==> src/kcsr_pkg.sv <==
// ----------------------------------------------------------------------------
// kcsr_pkg
// Shared types, codes and arithmetic helpers for the cluster swap refiner.
// ----------------------------------------------------------------------------
`default_nettype none

package kcsr_pkg;

  localparam int MAX_VERTICES_DEF = 64;
  localparam int MAX_CLUSTERS_DEF = 16;
  localparam int WEIGHT_BITS_DEF  = 16;

  localparam int CID_BITS  = 4;
  localparam int WIDE_BITS = 40;

  localparam int VC_RESET = 64;
  localparam int CC_RESET = 16;

  localparam logic [1:0] OPC_EDGE    = 2'd0;
  localparam logic [1:0] OPC_CLUSTER = 2'd1;
  localparam logic [1:0] OPC_RUN     = 2'd2;

  localparam logic [1:0] REG_VERTEX_COUNT  = 2'd0;
  localparam logic [1:0] REG_CLUSTER_COUNT = 2'd1;

  typedef struct packed {
    logic [1:0]  opcode;
    logic [5:0]  vertex_a;
    logic [5:0]  vertex_b;
    logic [15:0] edge_weight;
    logic [3:0]  cluster_id;
  } in_item_t;

  typedef struct packed {
    logic [5:0] out_vertex;
    logic [3:0] out_cluster;
    logic       last;
  } out_item_t;

  typedef enum logic [4:0] {
    S_CLEAR, S_IDLE, S_EDGE2, S_PAIR, S_CL_RD, S_CL_CAP, S_CL_CHK,
    S_SU_RD, S_SU_ACC, S_SU_WR, S_SR_INIT, S_SR_A, S_SR_ALAT, S_SR_B,
    S_SR_BCALC, S_SR_END, S_UP_RD1, S_UP_RD2, S_UP_WR, S_PF_INIT, S_PF_RD,
    S_PF_ACC, S_CM_RD, S_CM_W1, S_CM_W2, S_PAIR_ADV, S_EM_RD, S_EM_LD
  } state_t;

  typedef enum logic [4:0] {
    OP_CLEAR, OP_IDLE, OP_EDGE2, OP_PAIR, OP_CL_RD, OP_CL_CAP, OP_CL_CHK,
    OP_SU_RD, OP_SU_ACC, OP_SU_WR, OP_SR_INIT, OP_SR_A, OP_SR_ALAT, OP_SR_B,
    OP_SR_BCALC, OP_SR_END, OP_UP_RD1, OP_UP_RD2, OP_UP_WR, OP_PF_INIT, OP_PF_RD,
    OP_PF_ACC, OP_CM_RD, OP_CM_W1, OP_CM_W2, OP_PAIR_ADV, OP_EM_RD, OP_EM_LD
  } dp_op_t;

  typedef struct packed {
    dp_op_t op;
  } cmd_t;

  typedef struct packed {
    logic       fire;
    logic [1:0] opcode;
    logic       edge_ok;
    logic       clr_done;
    logic       pair_ok;
    logic       v_last;
    logic       u_last;
    logic       size_ok;
    logic       steps_full;
    logic       a_end;
    logic       elig_a;
    logic       b_end;
    logic       elig_b;
    logic       found;
    logic       k_at_steps;
    logic       k_at_commit;
    logic       out_free;
  } status_t;

  function automatic logic signed [31:0] sat32(input logic signed [WIDE_BITS-1:0] x);
    logic signed [31:0] r;
    if ((&x[WIDE_BITS-1:31]) || !(|x[WIDE_BITS-1:31])) r = x[31:0];
    else if (x[WIDE_BITS-1]) r = 32'sh8000_0000;
    else r = 32'sh7fff_ffff;
    return r;
  endfunction

  function automatic logic signed [WIDE_BITS-1:0] sx(input logic signed [31:0] x);
    return {{(WIDE_BITS-32){x[31]}}, x};
  endfunction

endpackage

`default_nettype wire

==> src/kcsr_ctrl.sv <==
// ----------------------------------------------------------------------------
// kcsr_ctrl
// Sequencer for loads, pairwise refinement passes and result emission.
// ----------------------------------------------------------------------------
`default_nettype none

module kcsr_ctrl (
  input  logic              clk,
  input  logic              rst,
  input  kcsr_pkg::status_t status,
  output kcsr_pkg::cmd_t    cmd,
  output logic              in_stall
);

  kcsr_pkg::state_t state, state_next;

  always_ff @(posedge clk) begin
    if (rst) begin
      state <= kcsr_pkg::S_CLEAR;
    end else begin
      state <= state_next;
    end
  end

  always_comb begin
    state_next = state;
    unique case (state)
      kcsr_pkg::S_CLEAR: begin
        if (status.clr_done) state_next = kcsr_pkg::S_IDLE;
      end
      kcsr_pkg::S_IDLE: begin
        if (status.fire) begin
          unique case (status.opcode)
            kcsr_pkg::OPC_EDGE: begin
              if (status.edge_ok) state_next = kcsr_pkg::S_EDGE2;
            end
            kcsr_pkg::OPC_RUN: begin
              state_next = kcsr_pkg::S_PAIR;
            end
            default: state_next = kcsr_pkg::S_IDLE;
          endcase
        end
      end
      kcsr_pkg::S_EDGE2:  state_next = kcsr_pkg::S_IDLE;
      kcsr_pkg::S_PAIR: begin
        state_next = status.pair_ok ? kcsr_pkg::S_CL_RD : kcsr_pkg::S_EM_RD;
      end
      kcsr_pkg::S_CL_RD:  state_next = kcsr_pkg::S_CL_CAP;
      kcsr_pkg::S_CL_CAP: begin
        state_next = status.v_last ? kcsr_pkg::S_CL_CHK : kcsr_pkg::S_CL_RD;
      end
      kcsr_pkg::S_CL_CHK: begin
        state_next = status.size_ok ? kcsr_pkg::S_SU_RD : kcsr_pkg::S_PAIR_ADV;
      end
      kcsr_pkg::S_SU_RD:  state_next = kcsr_pkg::S_SU_ACC;
      kcsr_pkg::S_SU_ACC: begin
        state_next = status.u_last ? kcsr_pkg::S_SU_WR : kcsr_pkg::S_SU_RD;
      end
      kcsr_pkg::S_SU_WR: begin
        state_next = status.v_last ? kcsr_pkg::S_SR_INIT : kcsr_pkg::S_SU_RD;
      end
      kcsr_pkg::S_SR_INIT: begin
        state_next = status.steps_full ? kcsr_pkg::S_PF_INIT : kcsr_pkg::S_SR_A;
      end
      kcsr_pkg::S_SR_A: begin
        if (status.a_end) state_next = kcsr_pkg::S_SR_END;
        else if (status.elig_a) state_next = kcsr_pkg::S_SR_ALAT;
      end
      kcsr_pkg::S_SR_ALAT: state_next = kcsr_pkg::S_SR_B;
      kcsr_pkg::S_SR_B: begin
        if (status.b_end) state_next = kcsr_pkg::S_SR_A;
        else if (status.elig_b) state_next = kcsr_pkg::S_SR_BCALC;
      end
      kcsr_pkg::S_SR_BCALC: state_next = kcsr_pkg::S_SR_B;
      kcsr_pkg::S_SR_END: begin
        state_next = status.found ? kcsr_pkg::S_UP_RD1 : kcsr_pkg::S_PF_INIT;
      end
      kcsr_pkg::S_UP_RD1: state_next = kcsr_pkg::S_UP_RD2;
      kcsr_pkg::S_UP_RD2: state_next = kcsr_pkg::S_UP_WR;
      kcsr_pkg::S_UP_WR: begin
        state_next = status.v_last ? kcsr_pkg::S_SR_INIT : kcsr_pkg::S_UP_RD1;
      end
      kcsr_pkg::S_PF_INIT: state_next = kcsr_pkg::S_PF_RD;
      kcsr_pkg::S_PF_RD: begin
        state_next = status.k_at_steps ? kcsr_pkg::S_CM_RD : kcsr_pkg::S_PF_ACC;
      end
      kcsr_pkg::S_PF_ACC: state_next = kcsr_pkg::S_PF_RD;
      kcsr_pkg::S_CM_RD: begin
        state_next = status.k_at_commit ? kcsr_pkg::S_PAIR_ADV : kcsr_pkg::S_CM_W1;
      end
      kcsr_pkg::S_CM_W1:    state_next = kcsr_pkg::S_CM_W2;
      kcsr_pkg::S_CM_W2:    state_next = kcsr_pkg::S_CM_RD;
      kcsr_pkg::S_PAIR_ADV: state_next = kcsr_pkg::S_PAIR;
      kcsr_pkg::S_EM_RD:    state_next = kcsr_pkg::S_EM_LD;
      kcsr_pkg::S_EM_LD: begin
        if (status.out_free) begin
          state_next = status.v_last ? kcsr_pkg::S_IDLE : kcsr_pkg::S_EM_RD;
        end
      end
      default: state_next = kcsr_pkg::S_IDLE;
    endcase
  end

  always_comb begin
    in_stall = (state != kcsr_pkg::S_IDLE);
    unique case (state)
      kcsr_pkg::S_CLEAR:    cmd.op = kcsr_pkg::OP_CLEAR;
      kcsr_pkg::S_IDLE:     cmd.op = kcsr_pkg::OP_IDLE;
      kcsr_pkg::S_EDGE2:    cmd.op = kcsr_pkg::OP_EDGE2;
      kcsr_pkg::S_PAIR:     cmd.op = kcsr_pkg::OP_PAIR;
      kcsr_pkg::S_CL_RD:    cmd.op = kcsr_pkg::OP_CL_RD;
      kcsr_pkg::S_CL_CAP:   cmd.op = kcsr_pkg::OP_CL_CAP;
      kcsr_pkg::S_CL_CHK:   cmd.op = kcsr_pkg::OP_CL_CHK;
      kcsr_pkg::S_SU_RD:    cmd.op = kcsr_pkg::OP_SU_RD;
      kcsr_pkg::S_SU_ACC:   cmd.op = kcsr_pkg::OP_SU_ACC;
      kcsr_pkg::S_SU_WR:    cmd.op = kcsr_pkg::OP_SU_WR;
      kcsr_pkg::S_SR_INIT:  cmd.op = kcsr_pkg::OP_SR_INIT;
      kcsr_pkg::S_SR_A:     cmd.op = kcsr_pkg::OP_SR_A;
      kcsr_pkg::S_SR_ALAT:  cmd.op = kcsr_pkg::OP_SR_ALAT;
      kcsr_pkg::S_SR_B:     cmd.op = kcsr_pkg::OP_SR_B;
      kcsr_pkg::S_SR_BCALC: cmd.op = kcsr_pkg::OP_SR_BCALC;
      kcsr_pkg::S_SR_END:   cmd.op = kcsr_pkg::OP_SR_END;
      kcsr_pkg::S_UP_RD1:   cmd.op = kcsr_pkg::OP_UP_RD1;
      kcsr_pkg::S_UP_RD2:   cmd.op = kcsr_pkg::OP_UP_RD2;
      kcsr_pkg::S_UP_WR:    cmd.op = kcsr_pkg::OP_UP_WR;
      kcsr_pkg::S_PF_INIT:  cmd.op = kcsr_pkg::OP_PF_INIT;
      kcsr_pkg::S_PF_RD:    cmd.op = kcsr_pkg::OP_PF_RD;
      kcsr_pkg::S_PF_ACC:   cmd.op = kcsr_pkg::OP_PF_ACC;
      kcsr_pkg::S_CM_RD:    cmd.op = kcsr_pkg::OP_CM_RD;
      kcsr_pkg::S_CM_W1:    cmd.op = kcsr_pkg::OP_CM_W1;
      kcsr_pkg::S_CM_W2:    cmd.op = kcsr_pkg::OP_CM_W2;
      kcsr_pkg::S_PAIR_ADV: cmd.op = kcsr_pkg::OP_PAIR_ADV;
      kcsr_pkg::S_EM_RD:    cmd.op = kcsr_pkg::OP_EM_RD;
      kcsr_pkg::S_EM_LD:    cmd.op = kcsr_pkg::OP_EM_LD;
      default:              cmd.op = kcsr_pkg::OP_IDLE;
    endcase
  end

endmodule

`default_nettype wire

==> config.mk <==
export PLATFORM = sky130hd
export DESIGN_NAME = kcsr_ctrl
export DESIGN_NICKNAME = d
export VERILOG_FILES = /design/src/kcsr_pkg.sv /design/src/kcsr_ctrl.sv
export SDC_FILE = /design/constraint.sdc
export NUM_CORES = 1
export LEC_CHECK = 0
export ABC_AREA = 1
export BUFFER_PORTS_ARGS = -buffer_cell sky130_fd_sc_hd__buf_2
export CAP_MARGIN = 15
export CORE_UTILIZATION = 50
export DETAILED_ROUTE_END_ITERATION = 10
export PLACE_DENSITY = 0.85
export SETUP_SLACK_MARGIN = 0.15
export SLEW_MARGIN = 25
export SYNTH_ARGS = -nofsm -noshare
export SYNTH_HDL_FRONTEND = slang
export SYNTH_SLANG_ARGS = --single-unit
==> constraint.sdc <==
create_clock -name clk -period 1.9 [get_ports clk]
set_input_delay 0.095 -clock clk [delete_from_list [all_inputs] [get_ports clk]]
set_output_delay 0.095 -clock clk [all_outputs]
set_load 0.01 [all_outputs]
==> impl_metrics.json <==
{
  "status": "completed",
  "p_seq_share_pct": 25.5,
  "fillers": 210,
  "grt.overflow.total": 0,
  "fmax_mhz": 609.3,
  "relSlewSlack_pct": 72.17,
  "via_per_inst": 5.458,
  "syn_inst": 200,
  "path_cells": "inv_1, nand2_1, nor2_1, nand2_1, nand2_1, nor3_1, nand2_1, nor2_1, nor2_1",
  "dieArea_sq_um": 2391,
  "final_nets": 247,
  "vias": 1381,
  "yosysWarnings": 0,
  "finClkSkew_ns": 0.0009793,
  "rsz0062_at_grt": "yes",
  "std_cell_rows": 16,
  "portBuffers": 25,
  "cts.path.max_buffers": 2,
  "rr_worst_depth": 9,
  "combPwrFrac_pct": 59.6,
  "p_int_uw": 636.9,
  "final_antenna_net_count": 0,
  "die_h_microns": 48.90,
  "die_w_microns": 48.90,
  "syn2layout_area_growth_pct": 16.04,
  "r2r-end": "state[0]",
  "crit_path_frequent_cell": "nand2_1",
  "finalSetupViolations": 0,
  "synth_cell_types": 22,
  "syn_area_per_cell_sq_um": 5.499,
  "grt_max_degree": 12,
  "slew_viol_final": 0,
  "cp.required_ns": 2.06,
  "synth-compound-area-share_pct": 5.006,
  "finalCritPeriodShare_pct": 86.38,
  "mappedNetlistArea_sq_um": 1100,
  "met1_length_microns": 1403,
  "min_to": "state[4]",
  "slowest_stage": "dfxtp_1",
  "grt_pass1_vias": 1239,
  "synth_seq_area_share_pct": 18.20,
  "drive_above_1_share_pct": 23.89,
  "worst_setup_path_end_kind": "register",
  "synthSimpleGateAreaFrac_pct": 64.51,
  "met3WireLength_microns": 398,
  "cts_tree": "built",
  "cp_top_family": "simple AND/OR/NAND/NOR gates",
  "clock-sinks": 10,
  "n_antenna_cell": 0,
  "cts_root_buffer": "clkbuf_4",
  "postPlaceCellArea_sq_um": 1235,
  "dpl.hpwl_microns": 2597,
  "cts_hold_buf": 0,
  "swShare_pct": 50.80,
  "numCtsBuffers": 3,
  "cp_data_arrival_time_ns": 1.80,
  "pwr-share-clk_pct": 14.9,
  "num_io_pins": 26,
  "worstHoldPathType": "primary input to register",
  "cp_num_buf_inv": 1,
  "synthXorXnorAreaFrac_pct": 0,
  "post_cts_buffers": 0,
  "antenna_found_initial": 0,
  "drt-pass1-iter-count": 4,
  "vdd_drop_max_mv": 0.7524,
  "drt-initial-drc-count": 72,
  "tns_ns": 0,
  "start_util_pct": 54.39,
  "top_layer_used": "met4",
  "post-route-min-period_ns": 1.641,
  "synth_top_family_by_area": "simple AND/OR/NAND/NOR gates",
  "r2r-start": "state[0]",
  "slowest_delay_ns": 0.40,
  "crit_type": "register to register",
  "grt_usage_pct": 29.27,
  "drt_wl_total_microns": 3288,
  "whs_path_depth": 2,
  "drc": 0,
  "p_per_area_nw_per_um2": 1014,
  "hp-start": "rst",
  "cp_max_fo": 5,
  "wl_met2_microns": 1415,
  "synth_nets": 220,
  "synth-seq-cells": 10,
  "cap_violations": 0,
  "h-tree-depth": 1,
  "p_switching_uw": 657.7,
  "grt_pass1_wl_microns": 5402,
  "globalplace.congestion": 1.067,
  "coreArea_sq_um": 2022,
  "worst_pin_slew_ns": 0.4170,
  "synth_fa_ha_area_share_pct": 0,
  "hold_viol_final": 0,
  "p_leak_uw": 0.0007166,
  "rrSetupSlack_ns": 0.26,
  "wl_per_cell_microns": 13.00,
  "fin_area_sq_um": 1276,
  "synthMuxAreaShare_pct": 0,
  "insertion_delay_ns": 0.27,
  "start_kind": "register",
  "clk_pin_slew_ns": 0.07
}
## synthesized netlist by cell type
library cell / instances / area share [%]
o21ai_0: 7 / 3.2
nor2_4: 6 / 6.1
dfxtp_1: 10 / 18
buf_4: 2 / 1.4
nor2_2: 2 / 1.1
nand3_2: 2 / 1.8
buf_2: 1 / 0.45
nand3b_1: 3 / 2.0
and2_2: 1 / 0.68
nor2_1: 37 / 13
buf_6: 2 / 2.0
inv_2: 3 / 1.0
inv_1: 19 / 6.5
a21oi_1: 4 / 1.8
nand3_1: 32 / 15
nor3_1: 3 / 1.4
inv_4: 1 / 0.57
nand2_1: 54 / 18
buf_1: 1 / 0.34
nand4_1: 6 / 3.4
nand2_2: 3 / 1.7
or2_2: 1 / 0.57
## worst max path at each step
stage / startpoint / to / slack, ns / cells past startpoint
after detailed placement: state[3] / cmd[0] / 0.15 / 9
final: state[0] / state[0] / 0.26 / 9
after global routing: state[0] / state[0] / 0.14 / 9
after CTS: state[2] / state[2] / 0.26 / 9
after global placement: state[3] / state[2] / 0.14 / 8
after floorplan: state[0] / cmd[0] / 0.58 / 8
## power by group through the flow
stage / clock network (uW) / registers, uW / logic, uW
2_1_floorplan: 0 / 314 / 581
3_3_place_gp: 0 / 333 / 754
3_5_place_dp: 0 / 332 / 746
4_1_cts: 194 / 327 / 751
5_1_grt: 209 / 335 / 857
6_report: 192 / 331 / 772
## through the flow
stage          power, uW  setup slack (ns)  std cells  util, %  hold WS, ns
6_report            1295            0.2588        253    63.12      0.08649
5_1_grt             1401            0.1371        253    63.12       0.1013
4_1_cts             1272            0.2563        253    62.93      0.08494
3_5_place_dp        1077            0.1485        249    61.08       0.3704
3_3_place_gp        1087            0.1408        249    61.08       0.3672
2_1_floorplan      894.4            0.5846        200        -       0.2950
## kinds of logic (layout without fill, tap and decap cells)
group	count (synthesis)	in the layout
AND/OR/NAND/NOR	150	150
buffers and inverters	29	55
AO/OA/AOI/OAI	11	11
flip-flops	10	10
## cell usage in the layout, fill, tap and decap left out, types with 4 or more instances in the layout
cell	n
inv_1	19
nand3_1	32
nor2_4	6
nor2_1	36
nand4_1	6
dfxtp_1	8
buf_2	25
nand2_1	54
a21oi_1	4
o21ai_0	7
## registers in the layout, summed over array words and instances, names as in the netlist
signal  flops
cmd         5
state       5
## worst register-to-register path, cell delays in order (launching register included)
cell     delay, ns
dfxtp_1       0.40
inv_1         0.10
nand2_1       0.20
nor2_1        0.13
nand2_1       0.10
nand2_1       0.11
nor3_1        0.22
nand2_1       0.07
nor2_1        0.14
nor2_1        0.07
## layer usage
layer | global-route usage, % | vias up
met3 | 8.723 | 12
met1 | 39.81 | 585
met5 | 0 | -
met4 | 9.314 | 0
met2 | 43.98 | 94
li1 | - | 690
## area by class of cell
class	count	area [sq um]	share of cell area, %
timing repair buffer	28	147.6	11.57
inverter	23	88.84	6.961
multi-input combinational	161	767.0	60.10
clock buffer	4	36.28	2.843
sequential	10	202.7	15.88
tap	27	33.78	2.647
## repair_timing
item,CTS,global route
endpoints found under the setup margin,2,6
resized for setup,1,2
pin swaps,0,0
endpoints found under the hold margin,0,0
(Power assumes the default switching activity.)
